$ cat config.mk
export PLATFORM = sky130hd
export DESIGN_NAME = packet_byte_rule_matcher
export DESIGN_NICKNAME = d
export VERILOG_FILES = /design/src/design/pbrm_pkg.sv /design/src/design/packet_byte_rule_matcher.sv /design/src/design/pbrm_rule_cell.sv /design/src/design/pbrm_emit.sv
export SDC_FILE = /design/constraint.sdc
export NUM_CORES = 2
export LEC_CHECK = 0
export ABC_CLOCK_PERIOD_IN_PS = 9200
export BUFFER_PORTS_ARGS = -buffer_cell sky130_fd_sc_hd__buf_2
export CAP_MARGIN = 40
export CORE_MARGIN = 1
export CORE_UTILIZATION = 53
export CTS_CLUSTER_SIZE = 20
export DETAILED_ROUTE_END_ITERATION = 10
export HOLD_SLACK_MARGIN = 0.12
export PLACE_DENSITY = 0.78
export SYNTH_ARGS = -nofsm -noshare
export SYNTH_HDL_FRONTEND = slang
export SYNTH_SLANG_ARGS = --single-unit
$ cat constraint.sdc
create_clock -name i_clk -period 9.2 [get_ports i_clk]
set_input_delay 1.84 -clock i_clk [delete_from_list [all_inputs] [get_ports i_clk]]
set_output_delay 1.84 -clock i_clk [all_outputs]
set_load 0.1 [all_outputs]
$ cat src/design/pbrm_pkg.sv
// ----------------------------------------------------------------------------
// pbrm_pkg
// Shared types and constants for the packet byte rule matcher.
// ----------------------------------------------------------------------------
`default_nettype none
package pbrm_pkg;
    localparam int RULE_COUNT   = 16;
    localparam int TERM_COUNT   = 16;
    localparam int BEAT_BYTES   = 8;
    localparam int OFFSET_BITS  = 12;
    localparam int MASK_BITS    = 16;
    localparam int START_BITS   = 16;
    localparam int DATA_BITS    = 64;
    localparam int DEST_BITS    = 32;
    localparam int REL_BITS     = 3;
    localparam int COUNT_BITS   = 5;
    localparam int IDX_BITS     = 4;
    localparam int CFG_IDX_BITS = 3;

    typedef enum logic [1:0] {
        REQ_BEAT = 2'd0,
        REQ_RULE = 2'd1,
        REQ_TERM = 2'd2,
        REQ_NONE = 2'd3
    } t_req;

    typedef enum logic [1:0] {
        CMP_EQ    = 2'd0,
        CMP_LT    = 2'd1,
        CMP_GT    = 2'd2,
        CMP_NEVER = 2'd3
    } t_cmp;

    typedef enum logic [CFG_IDX_BITS-1:0] {
        CFG_AND_MASK    = 3'd0,
        CFG_OR_MASK     = 3'd1,
        CFG_AND_OR_EN   = 3'd2,
        CFG_SOP_EN      = 3'd3,
        CFG_TERM_EN     = 3'd4
    } t_cfg_idx;

    typedef struct packed {
        logic [OFFSET_BITS-1:0] offset;
        logic [7:0]             value;
        t_cmp                   compare;
        logic [DEST_BITS-1:0]   dest;
        logic                   enable;
    } t_rule;

    typedef struct packed {
        logic                  take;
        logic                  last;
        logic [DATA_BITS-1:0]  data;
        logic [BEAT_BYTES-1:0] keep;
        logic [START_BITS-1:0] start;
    } t_beat;

    typedef struct packed {
        logic [MASK_BITS-1:0] and_mask;
        logic [MASK_BITS-1:0] or_mask;
        logic                 and_or_en;
        logic                 sop_en;
        logic [MASK_BITS-1:0] term_en;
    } t_cfg;
endpackage
`default_nettype wire

$ cat src/design/packet_byte_rule_matcher.sv
// ----------------------------------------------------------------------------
// packet_byte_rule_matcher
// Row of rule cells matching packet bytes, with a serialized result stage.
//
// channel | direction | handshake           | payload
// input   | in        | i_valid / o_ready   | i_req_type .. i_term_mask
// result  | out       | o_valid / i_ready   | o_dest_addr .. o_last_result
// config  | in        | i_cfg_we            | i_cfg_idx, i_cfg_data
//
// Writes and beats are accepted back to back. A last beat yields
// max(1, matches) results, one per cycle while i_ready is high, from the
// snapshot stage; the next last beat waits only for that stage to drain.
// Synchronous reset clears rules to disabled, terms and config to zero.
// ----------------------------------------------------------------------------
`default_nettype none
module packet_byte_rule_matcher import pbrm_pkg::*; (
    input  wire logic                     i_clk,
    input  wire logic                     i_rst_n,
    input  wire logic                     i_cfg_we,
    input  wire logic [CFG_IDX_BITS-1:0]  i_cfg_idx,
    input  wire logic [MASK_BITS-1:0]     i_cfg_data,
    input  wire logic                     i_valid,
    output logic                          o_ready,
    input  wire logic [1:0]               i_req_type,
    input  wire logic [DATA_BITS-1:0]     i_beat_data,
    input  wire logic [BEAT_BYTES-1:0]    i_beat_keep,
    input  wire logic                     i_beat_last,
    input  wire logic [IDX_BITS-1:0]      i_table_index,
    input  wire logic [OFFSET_BITS-1:0]   i_rule_offset,
    input  wire logic [7:0]               i_rule_value,
    input  wire logic [1:0]               i_rule_compare,
    input  wire logic [DEST_BITS-1:0]     i_rule_dest,
    input  wire logic                     i_rule_enable,
    input  wire logic [MASK_BITS-1:0]     i_term_mask,
    output logic                          o_valid,
    input  wire logic                     i_ready,
    output logic [DEST_BITS-1:0]          o_dest_addr,
    output logic                          o_dest_valid,
    output logic [MASK_BITS-1:0]          o_matched_rules,
    output logic [COUNT_BITS-1:0]         o_match_count,
    output logic                          o_and_result,
    output logic                          o_or_result,
    output logic                          o_sop_result,
    output logic                          o_last_result
);
    t_cfg                          r_cfg;
    logic [START_BITS-1:0]         r_start;
    t_req                          req;
    logic                          take;
    logic                          emit_free;
    t_beat                         beat;
    t_rule                         rule_in;
    logic [MASK_BITS-1:0]          match;
    logic [RULE_COUNT*DEST_BITS-1:0] dests;

    assign req = t_req'(i_req_type);
    assign o_ready = emit_free || !((req == REQ_BEAT) && i_beat_last);
    assign take = i_valid && o_ready;

    always_ff @(posedge i_clk) begin
        if (!i_rst_n) begin
            r_cfg <= '0;
        end else if (i_cfg_we) begin
            unique case (i_cfg_idx)
                CFG_AND_MASK:  r_cfg.and_mask  <= i_cfg_data;
                CFG_OR_MASK:   r_cfg.or_mask   <= i_cfg_data;
                CFG_AND_OR_EN: r_cfg.and_or_en <= i_cfg_data[0];
                CFG_SOP_EN:    r_cfg.sop_en    <= i_cfg_data[0];
                CFG_TERM_EN:   r_cfg.term_en   <= i_cfg_data;
                default:       ;
            endcase
        end
    end

    always_ff @(posedge i_clk) begin
        if (!i_rst_n) begin
            r_start <= '0;
        end else if (take && (req == REQ_BEAT)) begin
            r_start <= i_beat_last ? '0 : r_start + START_BITS'(BEAT_BYTES);
        end
    end

    always_comb begin
        beat.take  = take && (req == REQ_BEAT);
        beat.last  = i_beat_last;
        beat.data  = i_beat_data;
        beat.keep  = i_beat_keep;
        beat.start = r_start;
        rule_in.offset  = i_rule_offset;
        rule_in.value   = i_rule_value;
        rule_in.compare = t_cmp'(i_rule_compare);
        rule_in.dest    = i_rule_dest;
        rule_in.enable  = i_rule_enable;
    end

    for (genvar g = 0; g < RULE_COUNT; g++) begin : g_cell
        pbrm_rule_cell u_cell (
            .i_clk   (i_clk),
            .i_rst_n (i_rst_n),
            .i_wr    (take && (req == REQ_RULE) && (i_table_index == IDX_BITS'(g))),
            .i_rule  (rule_in),
            .i_beat  (beat),
            .o_match (match[g]),
            .o_dest  (dests[g*DEST_BITS +: DEST_BITS])
        );
    end

    pbrm_emit u_emit (
        .i_clk           (i_clk),
        .i_rst_n         (i_rst_n),
        .i_cfg           (r_cfg),
        .i_term_wr       (take && (req == REQ_TERM)),
        .i_term_idx      (i_table_index),
        .i_term_mask     (i_term_mask),
        .i_load          (beat.take && i_beat_last),
        .i_mask          (match),
        .i_dests         (dests),
        .i_take          (i_ready),
        .o_free          (emit_free),
        .o_valid         (o_valid),
        .o_dest_addr     (o_dest_addr),
        .o_dest_valid    (o_dest_valid),
        .o_matched_rules (o_matched_rules),
        .o_match_count   (o_match_count),
        .o_and_result    (o_and_result),
        .o_or_result     (o_or_result),
        .o_sop_result    (o_sop_result),
        .o_last_result   (o_last_result)
    );
endmodule
`default_nettype wire

$ cat src/design/pbrm_rule_cell.sv
// ----------------------------------------------------------------------------
// pbrm_rule_cell
// One rule slot: stored rule, byte compare and per-packet match bit.
// ----------------------------------------------------------------------------
`default_nettype none
module pbrm_rule_cell import pbrm_pkg::*; (
    input  wire logic                 i_clk,
    input  wire logic                 i_rst_n,
    input  wire logic                 i_wr,
    input  wire t_rule                i_rule,
    input  wire t_beat                i_beat,
    output logic                      o_match,
    output logic [DEST_BITS-1:0]      o_dest
);
    t_rule                r_rule;
    logic                 r_en;
    logic                 r_acc;
    logic                 n_acc;
    logic [START_BITS:0]  diff;
    logic [REL_BITS-1:0]  rel;
    logic [7:0]           byte_val;
    logic                 hit;
    logic                 cmp_ok;

    always_ff @(posedge i_clk) begin
        if (i_wr) begin
            r_rule <= i_rule;
        end
    end

    always_ff @(posedge i_clk) begin
        if (!i_rst_n) begin
            r_en  <= 1'b0;
            r_acc <= 1'b0;
        end else begin
            if (i_wr) begin
                r_en <= i_rule.enable;
            end
            r_acc <= n_acc;
        end
    end

    always_comb begin
        diff     = {{(START_BITS+1-OFFSET_BITS){1'b0}}, r_rule.offset}
                 - {1'b0, i_beat.start};
        rel      = diff[REL_BITS-1:0];
        byte_val = i_beat.data[rel*8 +: 8];
        unique case (r_rule.compare)
            CMP_EQ:    cmp_ok = (byte_val == r_rule.value);
            CMP_LT:    cmp_ok = (byte_val <  r_rule.value);
            CMP_GT:    cmp_ok = (byte_val >  r_rule.value);
            default:   cmp_ok = 1'b0;
        endcase
        hit = r_en && !diff[START_BITS]
            && (diff < (START_BITS+1)'(BEAT_BYTES))
            && i_beat.keep[rel] && cmp_ok;
        o_match = r_acc | hit;
        if (i_beat.take) begin
            n_acc = i_beat.last ? 1'b0 : o_match;
        end else begin
            n_acc = r_acc;
        end
    end

    assign o_dest = r_rule.dest;
endmodule
`default_nettype wire

$ cat src/design/pbrm_emit.sv
// ----------------------------------------------------------------------------
// pbrm_emit
// Packet summary snapshot and output serializer, one result per cycle while i_take is high.
// ----------------------------------------------------------------------------
`default_nettype none
module pbrm_emit import pbrm_pkg::*; (
    input  wire logic                          i_clk,
    input  wire logic                          i_rst_n,
    input  wire t_cfg                          i_cfg,
    input  wire logic                          i_term_wr,
    input  wire logic [IDX_BITS-1:0]           i_term_idx,
    input  wire logic [MASK_BITS-1:0]          i_term_mask,
    input  wire logic                          i_load,
    input  wire logic [MASK_BITS-1:0]          i_mask,
    input  wire logic [RULE_COUNT*DEST_BITS-1:0] i_dests,
    input  wire logic                          i_take,
    output logic                               o_free,
    output logic                               o_valid,
    output logic [DEST_BITS-1:0]               o_dest_addr,
    output logic                               o_dest_valid,
    output logic [MASK_BITS-1:0]               o_matched_rules,
    output logic [COUNT_BITS-1:0]              o_match_count,
    output logic                               o_and_result,
    output logic                               o_or_result,
    output logic                               o_sop_result,
    output logic                               o_last_result
);
    logic [MASK_BITS-1:0]             r_term [TERM_COUNT];
    logic [MASK_BITS-1:0]             r_mask;
    logic [MASK_BITS-1:0]             r_left;
    logic [RULE_COUNT*DEST_BITS-1:0]  r_dests;
    logic                             r_sop;
    logic                             r_busy;
    logic [MASK_BITS-1:0]             n_left;
    logic [IDX_BITS-1:0]              sel;
    logic                             sop_now;

    always_ff @(posedge i_clk) begin
        if (!i_rst_n) begin
            for (int t = 0; t < TERM_COUNT; t++) begin
                r_term[t] <= '0;
            end
        end else if (i_term_wr) begin
            r_term[i_term_idx] <= i_term_mask;
        end
    end

    always_comb begin
        sop_now = 1'b0;
        for (int t = 0; t < TERM_COUNT; t++) begin
            if (i_cfg.term_en[t] && (r_term[t] != '0)
                && ((i_mask & r_term[t]) == r_term[t])) begin
                sop_now = 1'b1;
            end
        end
        sop_now = sop_now & i_cfg.sop_en;
    end

    always_comb begin
        sel = '0;
        for (int r = RULE_COUNT - 1; r >= 0; r--) begin
            if (r_left[r]) begin
                sel = IDX_BITS'(r);
            end
        end
        n_left = r_left & (r_left - 1'b1);
    end

    always_comb begin
        o_valid         = r_busy;
        o_dest_valid    = (r_left != '0);
        o_dest_addr     = o_dest_valid ? r_dests[sel*DEST_BITS +: DEST_BITS] : '0;
        o_matched_rules = r_mask;
        o_match_count   = COUNT_BITS'($countones(r_mask));
        o_and_result    = i_cfg.and_or_en && ((r_mask & i_cfg.and_mask) == i_cfg.and_mask);
        o_or_result     = i_cfg.and_or_en && ((r_mask & i_cfg.or_mask) != '0);
        o_sop_result    = r_sop;
        o_last_result   = (n_left == '0);
        o_free          = !r_busy || (i_take && o_last_result);
    end

    always_ff @(posedge i_clk) begin
        if (i_load) begin
            r_mask  <= i_mask;
            r_dests <= i_dests;
            r_sop   <= sop_now;
        end
    end

    always_ff @(posedge i_clk) begin
        if (!i_rst_n) begin
            r_busy <= 1'b0;
            r_left <= '0;
        end else if (i_load) begin
            r_busy <= 1'b1;
            r_left <= i_mask;
        end else if (r_busy && i_take) begin
            r_left <= n_left;
            if (o_last_result) begin
                r_busy <= 1'b0;
            end
        end
    end

    a_idle_empty: assert property (@(posedge i_clk) disable iff (!i_rst_n)
        !r_busy |-> (r_left == '0)) else $error("left bits while idle");
    a_left_subset: assert property (@(posedge i_clk) disable iff (!i_rst_n)
        r_busy |-> ((r_left & ~r_mask) == '0)) else $error("left outside mask");
    a_one_per_take: assert property (@(posedge i_clk) disable iff (!i_rst_n)
        (r_busy && i_take && !o_last_result && !i_load) |=>
        (r_busy && ($countones(r_left) + 1 == $countones($past(r_left)))))
        else $error("result sequence skipped a rule");
endmodule
`default_nettype wire
==> metrics.cfg <==
[worst_setup_path]
path_cells=ha_1, fa_1, inv_1, fa_1, inv_1, fa_1, fa_1, ha_1, inv_1, fa_1, xnor2_1, buf_2
endpoint_kind=output port
startpoint_type=flip-flop
crit_slowest_cell=fa_1
crit_arrival_ps=5010
crit_fanout=4
cpPeakStageDelay_ps=540
cp_top_family=adder cells
crit_type=flip-flop to output port
cpMostUsedCell=fa_1
path_buf_inv=4
required_ps=7360

[clocking]
cts_tree=built
cts_made_buffers=174
clk_pin_slew_ps=60
clock_sinks=1761
post_cts_resize_count=0
ctsHoldBuffers=0
htree_levels=4
cts_root_buffer=clkbuf_16
cts_setup_buffers=0
ctsLongestPathBuffers=3
clock_latency_ps=820

[yosys]
synth_top_cells_by_count=edfxtp_1 (1649), nand2_1 (775), ha_1 (318), mux4_2 (288), clkbuf_1 (284)
synth_edf_count=1649
synth_area_leaders=edfxtp_1 (59%), mux4_2 (7.7%), ha_1 (4.7%)
netlist.area_leader.share_pct=58.9
synth-seq-area-share_pct=61.6
yosysMostFrequentCell=edfxtp_1
synth_warnings=0
ys.flop_type=edfxtp_1
synth_cells=6201
synth_cell_type_count=97
netlist_area_sq_um=84000
ys_ff_latch=1761
avgSynthCellArea_sq_um=13.5
async_reset_ff_share_pct=0
synth_top_area_cell=edfxtp_1

[timing]
hold_violations=0
fmax_mhz=146
relSlewSlack_pct=26.2
worstMarginPinSlew_ps=1110
finalCriticalPeriod_ps=6850
rsz0062_at_grt=false
finalCritPeriodShare_pct=74.5
setup_viol=0
maxSlewViolCount=0
fin_skew_ps=45.2
fin_setup_tns_ps=0

[layout]
syn2layout_area_growth_pct=12.0
postLayoutCellArea_sq_um=94100
drive_gt1_share_pct=17.7
fillers=11600
nets=6937

[global_routing]
grt_max_degree=212
grtUsageTotal_pct=30.2
grt-ovfl-total=0
antenna_found_initial=31
grt_pass1_vias=54600
grt_pass1_wl_um=352000

[die]
row_count=145
io-pin-count=234
die_area_sq_um=160000
die_h_um=400
core_area_sq_um=157000
die_w_um=400
initial_core_util_pct=53.6

[power_and_ir_drop]
ir_drop_v=0.000190
p_leak_nw=32.9
p_total_mw=17.1
p_per_area_nw_per_um2=182

[status]
status=finished clean

[worst_hold_path]
min_path_type=flip-flop to flip-flop

[route]
wl_per_cell_um=28.2
drt_pre_antenna_iters=6
drc_errors=0
drtIter0Drc=7350
ant_nets=0
via_per_inst=6.53
vias=56500
wl_um=244000

[placement]
dpl.hpwl_um=149000
placed_cell_area_sq_um=88200
portBuffers=233
gp_congestion=1.00

[flow_run]
drv_cap=0

==> cell families (layout without fill, tap and decap cells) <==
kind of cell | Yosys count | after routing | share of synthesized area, %
buffers and inverters | 605 | 954 | 2.77
other | 2 | 47 | 0.00894
AND/OR/NAND/NOR | 1986 | 1986 | 11.6
XOR/XNOR | 69 | 69 | 0.760
adder cells (fa/ha/maj) | 332 | 332 | 5.03
AO/OA/AOI/OAI | 978 | 978 | 8.12
multiplexers | 468 | 468 | 10.1
flip-flops | 1761 | 1761 | 61.6
==> worst paths after layout <==
| check | start | to | slack [ps] | depth (start not counted) |
|---|---|---|---|---|
| max | u_emit.o_matched_rules[4] | o_match_count[3] | 2350 | 12 |
| min | g_cell[3].u_cell.o_dest[9] | u_emit.r_dests[105] | 400 | 0 |
| max reg2reg | g_cell[8].u_cell.r_rule[44] | u_emit.o_sop_result | 2830 | 17 |
| min reg2reg | g_cell[3].u_cell.o_dest[9] | u_emit.r_dests[105] | 400 | 0 |
==> area by class of cell <==
| type | count | area (sq um) | share of cell area (%) |
|---|---|---|---|
| Antenna cell | 15 | 37.5 | 0.0399 |
| Sequential cell | 1761 | 51800 | 55.0 |
| Timing Repair Buffer | 372 | 2550 | 2.71 |
| Inverter | 260 | 983 | 1.05 |
| Multi-Input combinational cell | 3865 | 30400 | 32.3 |
| Clock inverter | 107 | 1210 | 1.28 |
| Tap cell | 2058 | 2570 | 2.74 |
| Clock buffer | 215 | 4590 | 4.88 |
==> sequential cells by signal, summed over array words and instances (netlist names), 13 cells and up <==
| name | cells |
|---|---|
| g_cell.u_cell.o_dest | 512 |
| g_cell.u_cell.r_acc | 16 |
| g_cell.u_cell.r_en | 16 |
| g_cell.u_cell.r_rule | 352 |
| r_cfg | 50 |
| r_start | 13 |
| u_emit.o_matched_rules | 16 |
| u_emit.r_dests | 512 |
| u_emit.r_left | 16 |
| u_emit.r_term | 256 |
==> metal layers <==
metal | up-vias | share of wire (%) | global-route usage (%)
met3 | 852 | 11 | 7.12
met1 | 27600 | 36 | 38.4
met5 | - | 0.063 | 0
met4 | 24 | 6.2 | 16.8
met2 | 3764 | 46 | 47.8
li1 | 24200 | - | -
==> metrics by stage <==
stage | cells | util, % | hold WS, ps | setup slack [ps]
final | 8653 | 60.0 | 398 | 2350
after global routing | 8646 | 60.0 | 409 | 2210
after CTS | 8637 | 60.0 | 401 | 2300
after detailed placement | 8315 | 56.3 | 405 | 2180
after global placement | 8284 | 56.0 | 400 | 2240
after floorplan | 6231 | - | 400 | 146
==> layout by cell type, fill, tap and decap left out, types with 58 or more instances in the layout <==
| cell type | netlist | routed |
|---|---|---|
| edfxtp_1 | 1649 | 1649 |
| a31oi_1 | 77 | 74 |
| a21oi_1 | 159 | 155 |
| inv_1 | 258 | 258 |
| dfxtp_1 | 112 | 112 |
| nand4_1 | 78 | 78 |
| nand2_1 | 775 | 772 |
| ha_1 | 318 | 307 |
| a21boi_0 | 69 | 69 |
| nor3_1 | 77 | 72 |
| a22oi_1 | 73 | 73 |
| nor2_1 | 198 | 181 |
| nor4_1 | 77 | 77 |
| o21ai_0 | 145 | 133 |
| mux4_2 | 288 | 288 |
| nand2b_1 | 58 | 58 |
| buf_2 | 23 | 235 |
| mux2_2 | 126 | 126 |
| and3_1 | 69 | 69 |
| buf_4 | 2 | 105 |
| nand3_1 | 232 | 232 |
| and2_1 | 283 | 282 |
| clkbuf_16 | 0 | 174 |
==> report_power, final <==
group / switching [mW] / total (mW) / internal (mW) / leakage, nW
combinational: 0.714 / 1.12 / 0.404 / 14.2
clock: 3.12 / 7.11 / 3.99 / 2.79
sequential: 0.0582 / 8.89 / 8.83 / 15.9
total: 3.90 / 17.1 / 13.2 / 32.9
==> worst register-to-register path, delay by kind of cell (launching register included) <==
family	cells	cell delay (ps)
DFF	1	320
buffers and inverters	2	320
muxes	3	1380
and+or+nand+nor	6	1880
AOI/OAI and AO/OA	4	1110
adders and majority gates	2	1230
Note: power is estimated with default switching activity, not from simulation.
